`src/design/dnd_pkg.sv`:
```
// Shared constants and types for the DNS name decompressor.
package dnd_pkg;

  localparam int PACKET_BYTES_DEF   = 4096;
  localparam int MAX_NAME_BYTES_DEF = 512;

  // Byte lanes in one result word
  localparam int WORD_BYTES = 8;

  // Width used for range checks on raw request fields
  localparam int CMP_W = 16;

  // Depth of the command queue between front and back
  localparam int Q_DEPTH = 2;

  // Top two bits of a length byte
  localparam logic [1:0] KIND_LABEL = 2'b00;
  localparam logic [1:0] KIND_PTR   = 2'b11;

  localparam logic [7:0] LEN_MASK = 8'h3f;

  typedef enum logic [1:0] {
    CMD_LOAD,
    CMD_DROP,
    CMD_DECODE,
    CMD_BAD
  } cmd_kind_t;

  typedef enum logic [2:0] {
    W_IDLE,
    W_HEAD,
    W_LABEL,
    W_PTR,
    W_BAD,
    W_READ,
    W_PUSH
  } walk_state_t;

endpackage

```
`src/design/dnd_req_if.sv`:
```
// Request channel: packet byte loads and name decode requests.
interface dnd_req_if;
  logic        valid;
  logic        ready;
  logic        req_type;
  logic [11:0] load_addr;
  logic [7:0]  load_byte;
  logic [11:0] start_offset;
  logic [12:0] packet_len;

  modport source (output valid, req_type, load_addr, load_byte, start_offset, packet_len,
                  input ready);
  modport sink   (input valid, req_type, load_addr, load_byte, start_offset, packet_len,
                  output ready);
endinterface

```
`src/design/dnd_front.sv`:
```
// Request intake: classify each request and queue it for the walker; out-of-range loads are dropped.
module dnd_front #(
  parameter int PACKET_BYTES = dnd_pkg::PACKET_BYTES_DEF
) (
  input  logic                                clk,
  input  logic                                rst,
  dnd_req_if.sink                             req,
  output logic                                cmd_valid,
  input  logic                                cmd_ready,
  output dnd_pkg::cmd_kind_t                  cmd_kind,
  output logic [$clog2(PACKET_BYTES)-1:0]     cmd_addr,
  output logic [7:0]                          cmd_byte,
  output logic [$clog2(PACKET_BYTES+1)-1:0]   cmd_plen
);
  import dnd_pkg::*;

  localparam int AW  = $clog2(PACKET_BYTES);
  localparam int PLW = $clog2(PACKET_BYTES + 1);
  localparam int QPW = $clog2(Q_DEPTH);
  localparam int QCW = $clog2(Q_DEPTH + 1);

  cmd_kind_t        q_kind [Q_DEPTH];
  logic [AW-1:0]    q_addr [Q_DEPTH];
  logic [7:0]       q_byte [Q_DEPTH];
  logic [PLW-1:0]   q_plen [Q_DEPTH];
  logic [QPW-1:0]   wr_ptr;
  logic [QPW-1:0]   rd_ptr;
  logic [QCW-1:0]   count;

  cmd_kind_t        in_kind;
  logic [PLW-1:0]   plen_sat;
  logic             addr_ok;
  logic             push;
  logic             pop;

  // Clamp packet length to the store size
  assign plen_sat = (CMP_W'(req.packet_len) > CMP_W'(PACKET_BYTES)) ?
                    PLW'(PACKET_BYTES) : PLW'(req.packet_len);
  assign addr_ok  = CMP_W'(req.load_addr) < CMP_W'(PACKET_BYTES);

  always_comb begin
    if (req.req_type) begin
      in_kind = (CMP_W'(req.start_offset) >= CMP_W'(plen_sat)) ? CMD_BAD : CMD_DECODE;
    end else begin
      in_kind = addr_ok ? CMD_LOAD : CMD_DROP;
    end
  end

  assign req.ready = count < QCW'(Q_DEPTH);
  // Drop out-of-range loads here; they never reach the queue
  assign push      = req.valid && req.ready && (in_kind != CMD_DROP);
  assign pop       = cmd_valid && cmd_ready;

  always_ff @(posedge clk) begin
    if (rst) begin
      wr_ptr <= '0;
      rd_ptr <= '0;
      count  <= '0;
    end else begin
      if (push) begin
        wr_ptr <= (wr_ptr == QPW'(Q_DEPTH - 1)) ? '0 : wr_ptr + QPW'(1);
      end
      if (pop) begin
        rd_ptr <= (rd_ptr == QPW'(Q_DEPTH - 1)) ? '0 : rd_ptr + QPW'(1);
      end
      count <= count + QCW'(push) - QCW'(pop);
    end
  end

  always_ff @(posedge clk) begin
    if (push) begin
      q_kind[wr_ptr] <= in_kind;
      q_addr[wr_ptr] <= req.req_type ? AW'(req.start_offset) : AW'(req.load_addr);
      q_byte[wr_ptr] <= req.load_byte;
      q_plen[wr_ptr] <= plen_sat;
    end
  end

  assign cmd_valid = count != '0;
  assign cmd_kind  = q_kind[rd_ptr];
  assign cmd_addr  = q_addr[rd_ptr];
  assign cmd_byte  = q_byte[rd_ptr];
  assign cmd_plen  = q_plen[rd_ptr];

endmodule

```
`src/flat_wrapper.sv`:
```
// flat-port wrapper written by rule: the top's interface ports become plain ports
module dnd_front_flat import dnd_pkg::*;
#(
  parameter int PACKET_BYTES = dnd_pkg::PACKET_BYTES_DEF
)
  (clk, rst, cmd_valid, cmd_ready, cmd_kind, cmd_addr, cmd_byte, cmd_plen, req_valid, req_req_type, req_load_addr, req_load_byte, req_start_offset, req_packet_len, req_ready);
  dnd_req_if req_i ();
  input  logic clk;
  input  logic rst;
  output logic cmd_valid;
  input  logic cmd_ready;
  output dnd_pkg::cmd_kind_t cmd_kind;
  output logic [$clog2(PACKET_BYTES)-1:0] cmd_addr;
  output logic [7:0] cmd_byte;
  output logic [$clog2(PACKET_BYTES+1)-1:0] cmd_plen;
  input wire logic [$bits(req_i.valid)-1:0] req_valid;
  input wire logic [$bits(req_i.req_type)-1:0] req_req_type;
  input wire logic [$bits(req_i.load_addr)-1:0] req_load_addr;
  input wire logic [$bits(req_i.load_byte)-1:0] req_load_byte;
  input wire logic [$bits(req_i.start_offset)-1:0] req_start_offset;
  input wire logic [$bits(req_i.packet_len)-1:0] req_packet_len;
  output wire logic [$bits(req_i.ready)-1:0] req_ready;
  assign req_i.valid = req_valid;
  assign req_i.req_type = req_req_type;
  assign req_i.load_addr = req_load_addr;
  assign req_i.load_byte = req_load_byte;
  assign req_i.start_offset = req_start_offset;
  assign req_i.packet_len = req_packet_len;
  assign req_ready = req_i.ready;
  dnd_front #(.PACKET_BYTES(PACKET_BYTES)) u_core (.clk(clk), .rst(rst), .req(req_i), .cmd_valid(cmd_valid), .cmd_ready(cmd_ready), .cmd_kind(cmd_kind), .cmd_addr(cmd_addr), .cmd_byte(cmd_byte), .cmd_plen(cmd_plen));
endmodule
```
`config.mk`:
```
export PLATFORM = sky130hd
export DESIGN_NAME = dnd_front_flat
export DESIGN_NICKNAME = d
export VERILOG_FILES = /design/src/design/dnd_pkg.sv /design/src/design/dnd_req_if.sv /design/src/design/dnd_front.sv /design/src/flat_wrapper.sv
export SDC_FILE = /design/constraint.sdc
export NUM_CORES = 1
export LEC_CHECK = 0
export ABC_AREA = 1
export CAP_MARGIN = 5
export CORE_UTILIZATION = 55
export DETAILED_ROUTE_END_ITERATION = 6
export DONT_BUFFER_PORTS = 1
export PLACE_DENSITY = 0.67
export REMOVE_ABC_BUFFERS = 1
export SLEW_MARGIN = 25
export SYNTH_ARGS = -nofsm -noshare
export SYNTH_HDL_FRONTEND = slang
export SYNTH_SLANG_ARGS = --single-unit
```
`constraint.sdc`:
```
create_clock -name clk -period 2.6 [get_ports clk]
set_input_delay 0.26 -clock clk [delete_from_list [all_inputs] [get_ports clk]]
set_output_delay 0.26 -clock clk [all_outputs]
set_load 0.01 [all_outputs]
```
==> metrics.yaml, run 1 <==
logic_synthesis:
  syn_area_per_cell_um2: 12.38
  ys_seq_area_share_pct: 65.14
  yosysTopAreaCellShare_pct: 62.18
  synth_cell_types: 20
  yosys-top-cells-area: "edfxtp_1 62%, mux2_2 12%, nand2_1 7.9%, ha_1 5.2%, inv_1 4.4%"
  synth_top_area_cell: "edfxtp_1"
  ys_seq_elements: 75
  netlist_area_um2: 3381
  syn-instance-count: 273
  yosys_warnings: 0
critical_path:
  worstSetupPathType: "reg2out"
  cp-end-kind: "output port"
  r2r_end: "u_core.count[1]"
  worstPathCellList: "buf_4, mux2_2"
  reg2reg_slack_ns: 0.87
  cp.required_ns: 2.34
  endpoint: "cmd_plen[11]"
  cp-start-kind: "flop"
  r2r_cells: 9
  arrival_ns: 1.68
  r2r_start: "u_core.count[1]"
  cp_slowest_cell: "dfxtp_2"
  crit_fanout: 23
  critical-path-max-stage-delay_ns: 0.52
detailed_routing:
  first_iter_violations: 94
  num_vias: 1950
  drtAntennaViolNets: 0
  drc: 0
  wl_um: 5950
  firstDrtPassIters: 4
  vias_per_cell: 5.285
  wl_per_cell_um: 16.12
timing:
  finalWorstPathRequiredPeriod_ns: 1.939
  finalHoldViolations: 0
  drv_slew: 0
  finalHoldWorstSlack_ns: 0.02409
  max_freq_mhz: 515.7
  slew-limit-headroom_pct: 63.94
  rsz0062_at_grt: "no"
  worst_slew_pin_slew_ns: 0.5403
  finClkSkew_ns: 0.009891
  finalSetupViolations: 0
  tns_ns: 0
  finalCritPeriodShare_pct: 74.59
power:
  peakVddDrop_uv: 609.7
  totalPowerFinal_mw: 3.250
  power.share.clock_pct: 29.1
  switching_share_pct: 27.27
  p_leak_nw: 1.569
  pwr-share-comb_pct: 21.5
  powerDensity_nw_per_um2: 857.0
  internal_power_mw: 2.364
  p_sw_mw: 0.8865
  p_seq_share_pct: 49.3
final_layout:
  fin_area_um2: 3792
  finalCoreUtilization_pct: 64.05
  fin_nets: 353
  syn2layout_area_growth_pct: 12.18
  antennaDiodeCount: 0
  drive_above_1_share_pct: 20.07
  mostFrequentLayoutCell: "nand2_1"
  final_cell_mix: "71 x nand2_1, 70 x edfxtp_1, 40 x inv_1"
min_path:
  hp-class: "in2reg"
clocking:
  clk_latency_ns: 0.33
  clk_path_buf_depth: 2
  cts.clk_slew.worst_paths_ns: 0.08
  cts_tree: "yes"
  cts-hold-fix-buffers: 3
  htreeDepth: 3
  clock-root-buffer: "clkbuf_8"
  numCtsBuffers: 9
  cts_resized: 0
  cts.sink_count: 75
  post_cts_buffers: 0
floorplan:
  start_util_pct: 57.10
  io_pins: 87
  die_area_um2: 6464
  die-height_um: 80.40
  rows: 28
  coreArea_um2: 5921
  dieWidth_um: 80.40
grt:
  antenna_found_initial: 0
  grtUsageTotal_pct: 20.10
  grt_pass1_wl_um: 9273
  grt-ovfl-total: 0
  grt_max_degree: 24
  grt_pass1_vias: 1940
job:
  drv_cap: 0
place:
  dp_hpwl_um: 4248
  place_congestion: 0.7737
  placed_area_um2: 3486
  io_buffers: 0
outcome:
  outcome: "complete, no violations"
worst max-delay path: cells and delay by family, from the launching register on:
family	cells	cell delay, ns
buf+inv	1	0.39
flops	1	0.52
mux	1	0.43
cells by family (layout without fill, tap and decap cells):
family	count (synthesis)	count (layout)	synth area share (%)
AOI/OAI and AO/OA	8	8	1.184
xor gates and xnor gates	1	1	0.2591
adders and majority gates	14	14	5.181
buffers and inverters	48	69	5.847
DFF	75	75	65.14
muxes	35	35	11.66
and+or+nand+nor	92	92	10.73
cell type report:
cell class / count / area (um2)
Tap cell: 75 / 93.84
Inverter: 40 / 150.1
Fill cell: 454 / 2128
Clock inverter: 7 / 92.59
Timing Repair Buffer: 13 / 132.6
Sequential cell: 75 / 2203
Multi-Input combinational cell: 150 / 996.0
Clock buffer: 9 / 123.9
through the flow:
stage / worst slack, ns / cells
3_5_place_dp: 0.3725 / 344
5_1_grt: 0.4898 / 369
6_report: 0.6607 / 369
4_1_cts: 0.6212 / 363
3_3_place_gp: 0.4495 / 344
2_1_floorplan: 0.1375 / 265
power groups by stage:
stage	combinational [mW]	sequential (mW)	clock (mW)
after floorplan	0.519	1.64	0
after global placement	0.694	1.62	0
after detailed placement	0.697	1.63	0
after CTS	0.707	1.61	0.974
after global routing	0.773	1.62	1.03
final	0.700	1.60	0.946
Yosys cell counts:
master and instances:
xnor2_1 1, inv_1 40, clkbuf_1 3, nand4_1 2, nor4_1 1, mux2_2 35
buf_2 2, ha_1 14, o21ai_0 1, a21oi_1 7, nand3_1 1, buf_6 1
or2_2 1, dfxtp_1 5, edfxtp_1 70, nor2_1 12, nand2_1 71, or2_1 1
nor3_1 3, buf_4 2
how the worst min path moves through the flow:
stage	from	to	slack, ns	cells after the start
CTS	req_load_byte[2]	u_core.q_byte[1][2]	0.002	0
detailed placement	rst	flop	0.33	1
finish	req_load_byte[6]	u_core.q_byte[0][6]	0.02	0
global placement	rst	flop	0.32	1
floorplan	rst	flop	0.33	1
global route	req_load_byte[7]	u_core.q_byte[1][7]	0.002	0
metal layers:
layer	GRT usage, %	up-vias	part of all wire, %
li1	-	947	-
met3	6.932	10	7.4
met1	23.81	930	43
met5	0	-	0
met2	32.88	63	48
met4	9.107	0	1.4
registers in the layout, indices dropped and copies added, names as in the netlist, named ones only:
register       flops
u_core.count       2
u_core.q_kind      4
u_core.q_addr     24
u_core.wr_ptr      1
u_core.rd_ptr      1
u_core.q_byte     16
u_core.q_plen     26
(Power assumes the default switching activity.)
==> run 2: changes to the inputs <==
==> constraint.sdc (replaced) <==
create_clock -name clk -period 1.8 [get_ports clk]
set_input_delay 0.18 -clock clk [delete_from_list [all_inputs] [get_ports clk]]
set_output_delay 0.18 -clock clk [all_outputs]
set_load 0.01 [all_outputs]
==> run 2 against run 1 <==
  * Die area did not move
  * Via count grew 2.4%
  * Non-clock buffer count grew 15
  * Sequential power grew 43%
  * Critical endpoint is now u_core.count[1]
  * Largest cell class unchanged
==> metrics.yaml, run 2 (synthesis results as in run 1) <==
outcome:
  outcome: "complete, no violations"
floorplan:
  io_pins: 87  # unchanged
  die_area_um2: 6464  # unchanged
  dieWidth_um: 80.40  # unchanged
  coreArea_um2: 5921  # unchanged
  die-height_um: 80.40  # unchanged
  start_util_pct: 57.10  # unchanged
  rows: 28  # unchanged
timing:
  finalSetupViolations: 0  # unchanged
  drv_slew: 0  # unchanged
  finClkSkew_ns: 0.004026  # -0.005865 ns
  slew-limit-headroom_pct: 65.31  # +1.4 points
  finalHoldViolations: 0  # unchanged
  setup_slack_ns: 0.1769  # -0.4838 ns
  rsz0062_at_grt: "no"
  max_freq_mhz: 616.1
  finalWorstPathRequiredPeriod_ns: 1.623
  finalCritPeriodShare_pct: 90.17
  worst_slew_pin_slew_ns: 0.5198  # -0.02055 ns
clocking:
  cts_tree: "yes"
  cts.clk_slew.worst_paths_ns: 0.08  # about the same
  cts.sink_count: 75  # unchanged
  post_cts_buffers: 0  # unchanged
  clk_path_buf_depth: 2  # unchanged
  clk_latency_ns: 0.34  # about the same
  numCtsBuffers: 9  # unchanged
  htreeDepth: 3  # unchanged
  clock-root-buffer: "clkbuf_8"
final_layout:
  reg_top3: "u_core.q_plen: 26 flops, u_core.q_addr: 24 flops, u_core.q_byte: 16 flops"
  antennaDiodeCount: 0  # unchanged
  fin_area_um2: 3938  # +3.8%
  syn2layout_area_growth_pct: 16.47
  nFillCells: 450  # -0.88%
  fin_nets: 368  # +4.2%
  drive_above_1_share_pct: 23.62  # +3.6 points
  top_register: "u_core.q_plen"
  largest_register_ffs: 26  # unchanged
  mostFrequentLayoutCell: "edfxtp_1"
  final_cell_mix: "70 x edfxtp_1, 69 x nand2_1, 40 x inv_1"
power:
  powerDensity_nw_per_um2: 1206  # +41%
  p_leak_nw: 1.642  # +4.7%
  peakVddDrop_uv: 651.1  # +6.8%
place:
  pre_cts_ws_ns: -0.1767  # -0.5492 ns
  io_buffers: 0  # unchanged
  dp_hpwl_um: 4115  # -3.1%
  place_congestion: 0.7157  # -7.5%
  placed_area_um2: 3596  # +3.2%
detailed_routing:
  wl_per_cell_um: 16.03  # -0.61%
  drtAntennaViolNets: 0  # unchanged
  num_vias: 1996  # +2.4%
  drc: 0  # unchanged
  first_iter_violations: 121  # +29%
  vias_per_cell: 5.198  # -1.6%
  wl_um: 6154  # +3.4%
  firstDrtPassIters: 4  # unchanged
critical_path:
  critical-path-max-stage-delay_ns: 0.32  # -0.20 ns
  cp-end-kind: "flop"
  critPathMostFrequentCell: "inv_1"
  cp_slowest_cell: "dfxtp_1"
  worstSetupPathType: "reg2reg"
  worstPathCellList: "inv_1, nand2_1, nand2_2, inv_1, ha_1, inv_1, ha_1, or2_2, a21oi_1"
  cp.required_ns: 2.07  # -0.27 ns
  cp-start-kind: "flop"
  arrival_ns: 1.90  # +0.22 ns
  crit_fanout: 3  # -87%
grt:
  grt_pass1_vias: 1908  # -1.6%
  grtUsageTotal_pct: 20.37  # +0.27 points
  grt_pass1_wl_um: 9315  # +0.45%
  grt-ovfl-total: 0  # unchanged
  grt_max_degree: 36  # +50%
  antenna_found_initial: 0  # unchanged
min_path:
  hp-class: "in2reg"
job:
  drv_cap: 0  # unchanged
[run 2: per-stage QoR]
step                instances  hold slack [ns]  power (mW)  util (%)  TNS [ns]
detailed placement        357           0.2497       3.414     60.74   -0.3535
floorplan                 265           0.2491       3.125         -    -45.86
CTS                       384          0.02474       4.796     66.10         0
global placement          357           0.2489       3.388     60.74   -0.2605
global route              384          0.01685       4.967     66.50         0
finish                    384          0.03454       4.750     66.50         0
[run 2: area by class of cell]
cell class / instances / area [um2] / share of cell area (%)
clock buffer: 10 / 127.6 / 3.241
timing repair buffer: 28 / 262.8 / 6.673
tap: 75 / 93.84 / 2.383
inverter: 40 / 150.1 / 3.813
multi-input combinational: 150 / 1020 / 25.90
clock inverter: 6 / 80.08 / 2.034
sequential: 75 / 2203 / 55.96
[run 2: path summary, 6_finish.rpt]
check	startpoint	end	slack, ns	depth (start not counted)
max	u_core.count[1]	u_core.count[1]	0.18	9
min	req_load_addr[9]	u_core.q_addr[0][9]	0.03	2
max reg2reg	u_core.count[1]	u_core.count[1]	0.18	9
min reg2reg	u_core.rd_ptr	flop	0.50	2
[run 2: what timing repair did]
item,in CTS,in global routing
endpoints found under the hold margin,25,0
gates resized for setup,0,4
setup endpoints to repair,0,3
hold buffers,11,0
[run 2: critical path, delay by kind of cell, from the launching register on]
kind,cells,cell delay [ns]
flip-flops,1,0.32
AND/OR/NAND/NOR,3,0.51
buffers and inverters,3,0.15
AO/OA/AOI/OAI,1,0.13
adder cells (fa/ha/maj),2,0.44
[run 2: per-layer routing]
metal	global-route usage [%]	part of all wire (%)	vias to the layer above
li1	-	-	982
met1	25.45	44	944
met2	32.20	47	60
met3	6.932	6.8	10
met4	8.571	1.7	0
met5	0	0	-
[run 2: where the power goes]
group	leakage, nW	switching (mW)	internal, mW	total, mW
sequential	0.702	0.0654	2.22	2.29
combinational	0.839	0.640	0.459	1.10
clock	0.101	0.591	0.769	1.36
total	1.64	1.30	3.45	4.75
==> run 3: changes to the inputs <==
--- a/config.mk
+++ b/config.mk
@@ -7,10 +7,11 @@
 export LEC_CHECK = 0
 export ABC_AREA = 1
 export CAP_MARGIN = 5
-export CORE_UTILIZATION = 55
+export CORE_UTILIZATION = 42
 export DETAILED_ROUTE_END_ITERATION = 6
 export DONT_BUFFER_PORTS = 1
-export PLACE_DENSITY = 0.67
+export MAX_ROUTING_LAYER = met4
+export PLACE_DENSITY = 0.53
 export REMOVE_ABC_BUFFERS = 1
 export SLEW_MARGIN = 25
 export SYNTH_ARGS = -nofsm -noshare
==> constraint.sdc (replaced) <==
create_clock -name clk -period 1.85 [get_ports clk]
set_input_delay 0.185 -clock clk [delete_from_list [all_inputs] [get_ports clk]]
set_output_delay 0.185 -clock clk [all_outputs]
set_load 0.01 [all_outputs]
==> run 3 against run 2 <==
  * Maximum frequency shrank 4.9%
  * Total power grew 1.6%
  * Die area grew 30%
  * Highest routed layer unchanged
==> metrics.yaml, run 3 (synthesis results as in run 1) <==
critical_path:
  reg2reg_slack_ns: 0.14  # -0.03 ns
  r2r_end: "u_core.count[1]"
  cp.required_ns: 2.13  # +0.06 ns
  critical-path-max-stage-delay_ns: 0.33  # about the same
  cp_slowest_cell: "dfxtp_1"
  cp-end-kind: "flop"
  worstSetupPathType: "reg2reg"
  crit_family: "simple AND/OR/NAND/NOR gates"
  r2r_start: "u_core.count[1]"
  arrival_ns: 1.99  # +0.09 ns
  crit_buf_inv: 3  # unchanged
  cp-start-kind: "flop"
  crit_path_start: "u_core.count[1]"
  crit_fanout: 3  # unchanged
  worstPathCellList: "inv_1, nand2_1, nand2_1, inv_1, ha_1, inv_1, ha_1, or2_2, a21oi_1"
  r2r_cells: 9  # unchanged
  critPathMostFrequentCell: "inv_1"
final_layout:
  largest_register_ffs: 26  # unchanged
  fin_area_um2: 4054  # +3.0%
  nFillCells: 691  # +54%
  final_cell_mix: "71 x nand2_1, 70 x edfxtp_1, 40 x inv_1"
  mostFrequentLayoutCell: "nand2_1"
  syn2layout_area_growth_pct: 19.91
  antennaDiodeCount: 0  # unchanged
  top_register: "u_core.q_plen"
  drive_above_1_share_pct: 24.60  # +0.98 points
  reg_top3: "u_core.q_plen: 26 flops, u_core.q_addr: 24 flops, u_core.q_byte: 16 flops"
  layout.cells.non_filler: 415  # +8.1%
  fin_nets: 372  # +1.1%
clocking:
  cts.sink_count: 75  # unchanged
  cts.clk_slew.worst_paths_ns: 0.08  # about the same
  clk_path_buf_depth: 2  # unchanged
  clock-root-buffer: "clkbuf_8"
  cts_tree: "yes"
  clk_latency_ns: 0.34  # about the same
  numCtsBuffers: 9  # unchanged
  post_cts_buffers: 0  # unchanged
  htreeDepth: 3  # unchanged
detailed_routing:
  drtAntennaViolNets: 0  # unchanged
  vias_per_cell: 4.766  # -8.3%
  first_iter_violations: 54  # -55%
  num_vias: 1978  # -0.90%
  wl_per_cell_um: 15.84  # -1.2%
  firstDrtPassIters: 4  # unchanged
  drc: 0  # unchanged
  wl_um: 6574  # +6.8%
place:
  dp_cells: 388  # +8.7%
  place_congestion: 0.7598  # +6.2%
  io_buffers: 0  # unchanged
  dp_hpwl_um: 4468  # +8.6%
  placed_area_um2: 3697  # +2.8%
  pre_cts_ws_ns: -0.1417  # +0.03508 ns
timing:
  worst_slew_pin_slew_ns: 0.5792  # +0.05945 ns
  finalWorstPathRequiredPeriod_ns: 1.706  # +0.08310 ns
  drv_slew: 0  # unchanged
  setup_slack_ns: 0.1438  # -0.03310 ns
  slew-limit-headroom_pct: 61.34  # -4.0 points
  finalCritPeriodShare_pct: 92.23  # +2.1 points
  finalHoldViolations: 0  # unchanged
  finClkSkew_ns: 0.01126  # +0.007238 ns
  max_freq_mhz: 586.1  # -4.9%
  finalSetupViolations: 0  # unchanged
floorplan:
  rows: 32  # +14%
  die-height_um: 91.72  # +14%
  start_util_pct: 43.52  # -14 points
  coreArea_um2: 7767  # +31%
  die_area_um2: 8413  # +30%
  dieWidth_um: 91.72  # +14%
  io_pins: 87  # unchanged
min_path:
  hold_end: "u_core.q_addr[0][3]"
  hold_depth: 2  # unchanged
  hp-class: "in2reg"
  min_from: "req_load_addr[3]"
power:
  switching_share_pct: 26.80  # -0.49 points
  pwr-share-comb_pct: 22.5  # -0.7 points
  peakVddDrop_uv: 471.5  # -28%
  totalPowerFinal_mw: 4.826  # +1.6%
  p_sw_mw: 1.293  # -0.21%
  p_leak_nw: 1.687  # +2.7%
  power.share.clock_pct: 30.9  # +2.3 points
  p_seq_share_pct: 46.7  # -1.5 points
  powerDensity_nw_per_um2: 1191  # -1.3%
  internal_power_mw: 3.533  # +2.3%
outcome:
  outcome: "complete, no violations"
grt:
  grt_max_degree: 25  # -31%
  grt_pass1_vias: 1979  # +3.7%
  antenna_found_initial: 0  # unchanged
  grtUsageTotal_pct: 16.89  # -3.5 points
  grt-ovfl-total: 0  # unchanged
  grt_pass1_wl_um: 10060  # +8.0%
job:
  drv_cap: 0  # unchanged
[run 3: worst max-delay path by stage]
stage / cells past startpoint / end / slack [ns]
floorplan: 3 / u_core.q_addr[1][0] / -0.61
global placement: 12 / u_core.q_kind[1][0] / -0.11
detailed placement: 14 / u_core.q_kind[1][0] / -0.14
CTS: 2 / cmd_kind[0] / 0.10
global route: 14 / u_core.q_kind[0][0] / -0.01
finish: 9 / u_core.count[1] / 0.14
[run 3: cell type report]
| cell class | count | area [um2] | area share (%) |
|---|---|---|---|
| Sequential cell | 75 | 2203 | 54.35 |
| Timing Repair Buffer | 32 | 330.3 | 8.148 |
| Multi-Input combinational cell | 150 | 1002 | 24.72 |
| Tap cell | 102 | 127.6 | 3.148 |
| Inverter | 40 | 150.1 | 3.704 |
| Clock inverter | 7 | 116.4 | 2.870 |
| Clock buffer | 9 | 123.9 | 3.056 |
[run 3: power groups by stage]
stage          Combinational [mW]  Sequential, mW  Clock, mW
2_1_floorplan               0.730            2.31          0
3_3_place_gp                 1.08            2.28          0
3_5_place_dp                 1.07            2.29          0
4_1_cts                      1.10            2.26       1.52
5_1_grt                      1.19            2.28       1.58
6_report                     1.08            2.25       1.49
[run 3: worst register-to-register path: cells and delay by family (launching register included)]
family / cells / cell delay, ns
AO/OA/AOI/OAI: 1 / 0.12
adder cells (fa/ha/maj): 2 / 0.44
buffers and inverters: 3 / 0.22
flip-flops: 1 / 0.33
AND/OR/NAND/NOR: 3 / 0.53
[run 3: repair_timing]
| action | 4_1_cts | 5_1_grt |
|---|---|---|
| endpoints found under the hold margin | 25 | 0 |
| setup endpoints to repair | 0 | 2 |
| gates resized for setup | 0 | 1 |
| hold buffers | 11 | 0 |
[run 3: metal layers]
metal	vias to the layer above	global-route usage (%)	routed length [um]
met5	-	-	0
met4	0	8.203	95
met3	6	5.390	539
met2	71	24.75	2864
met1	912	21.22	3076
li1	989	-	-
[run 3: metrics by stage]
step                      util [%]  TNS [ns]  hold slack (ns)
after global placement       47.60   -0.2106           0.2511
after global routing         52.19  -0.02217          0.04829
after detailed placement     47.60   -0.2833           0.2502
after floorplan                  -    -42.22           0.2541
final                        52.19         0          0.04385
after CTS                    52.11         0          0.02935
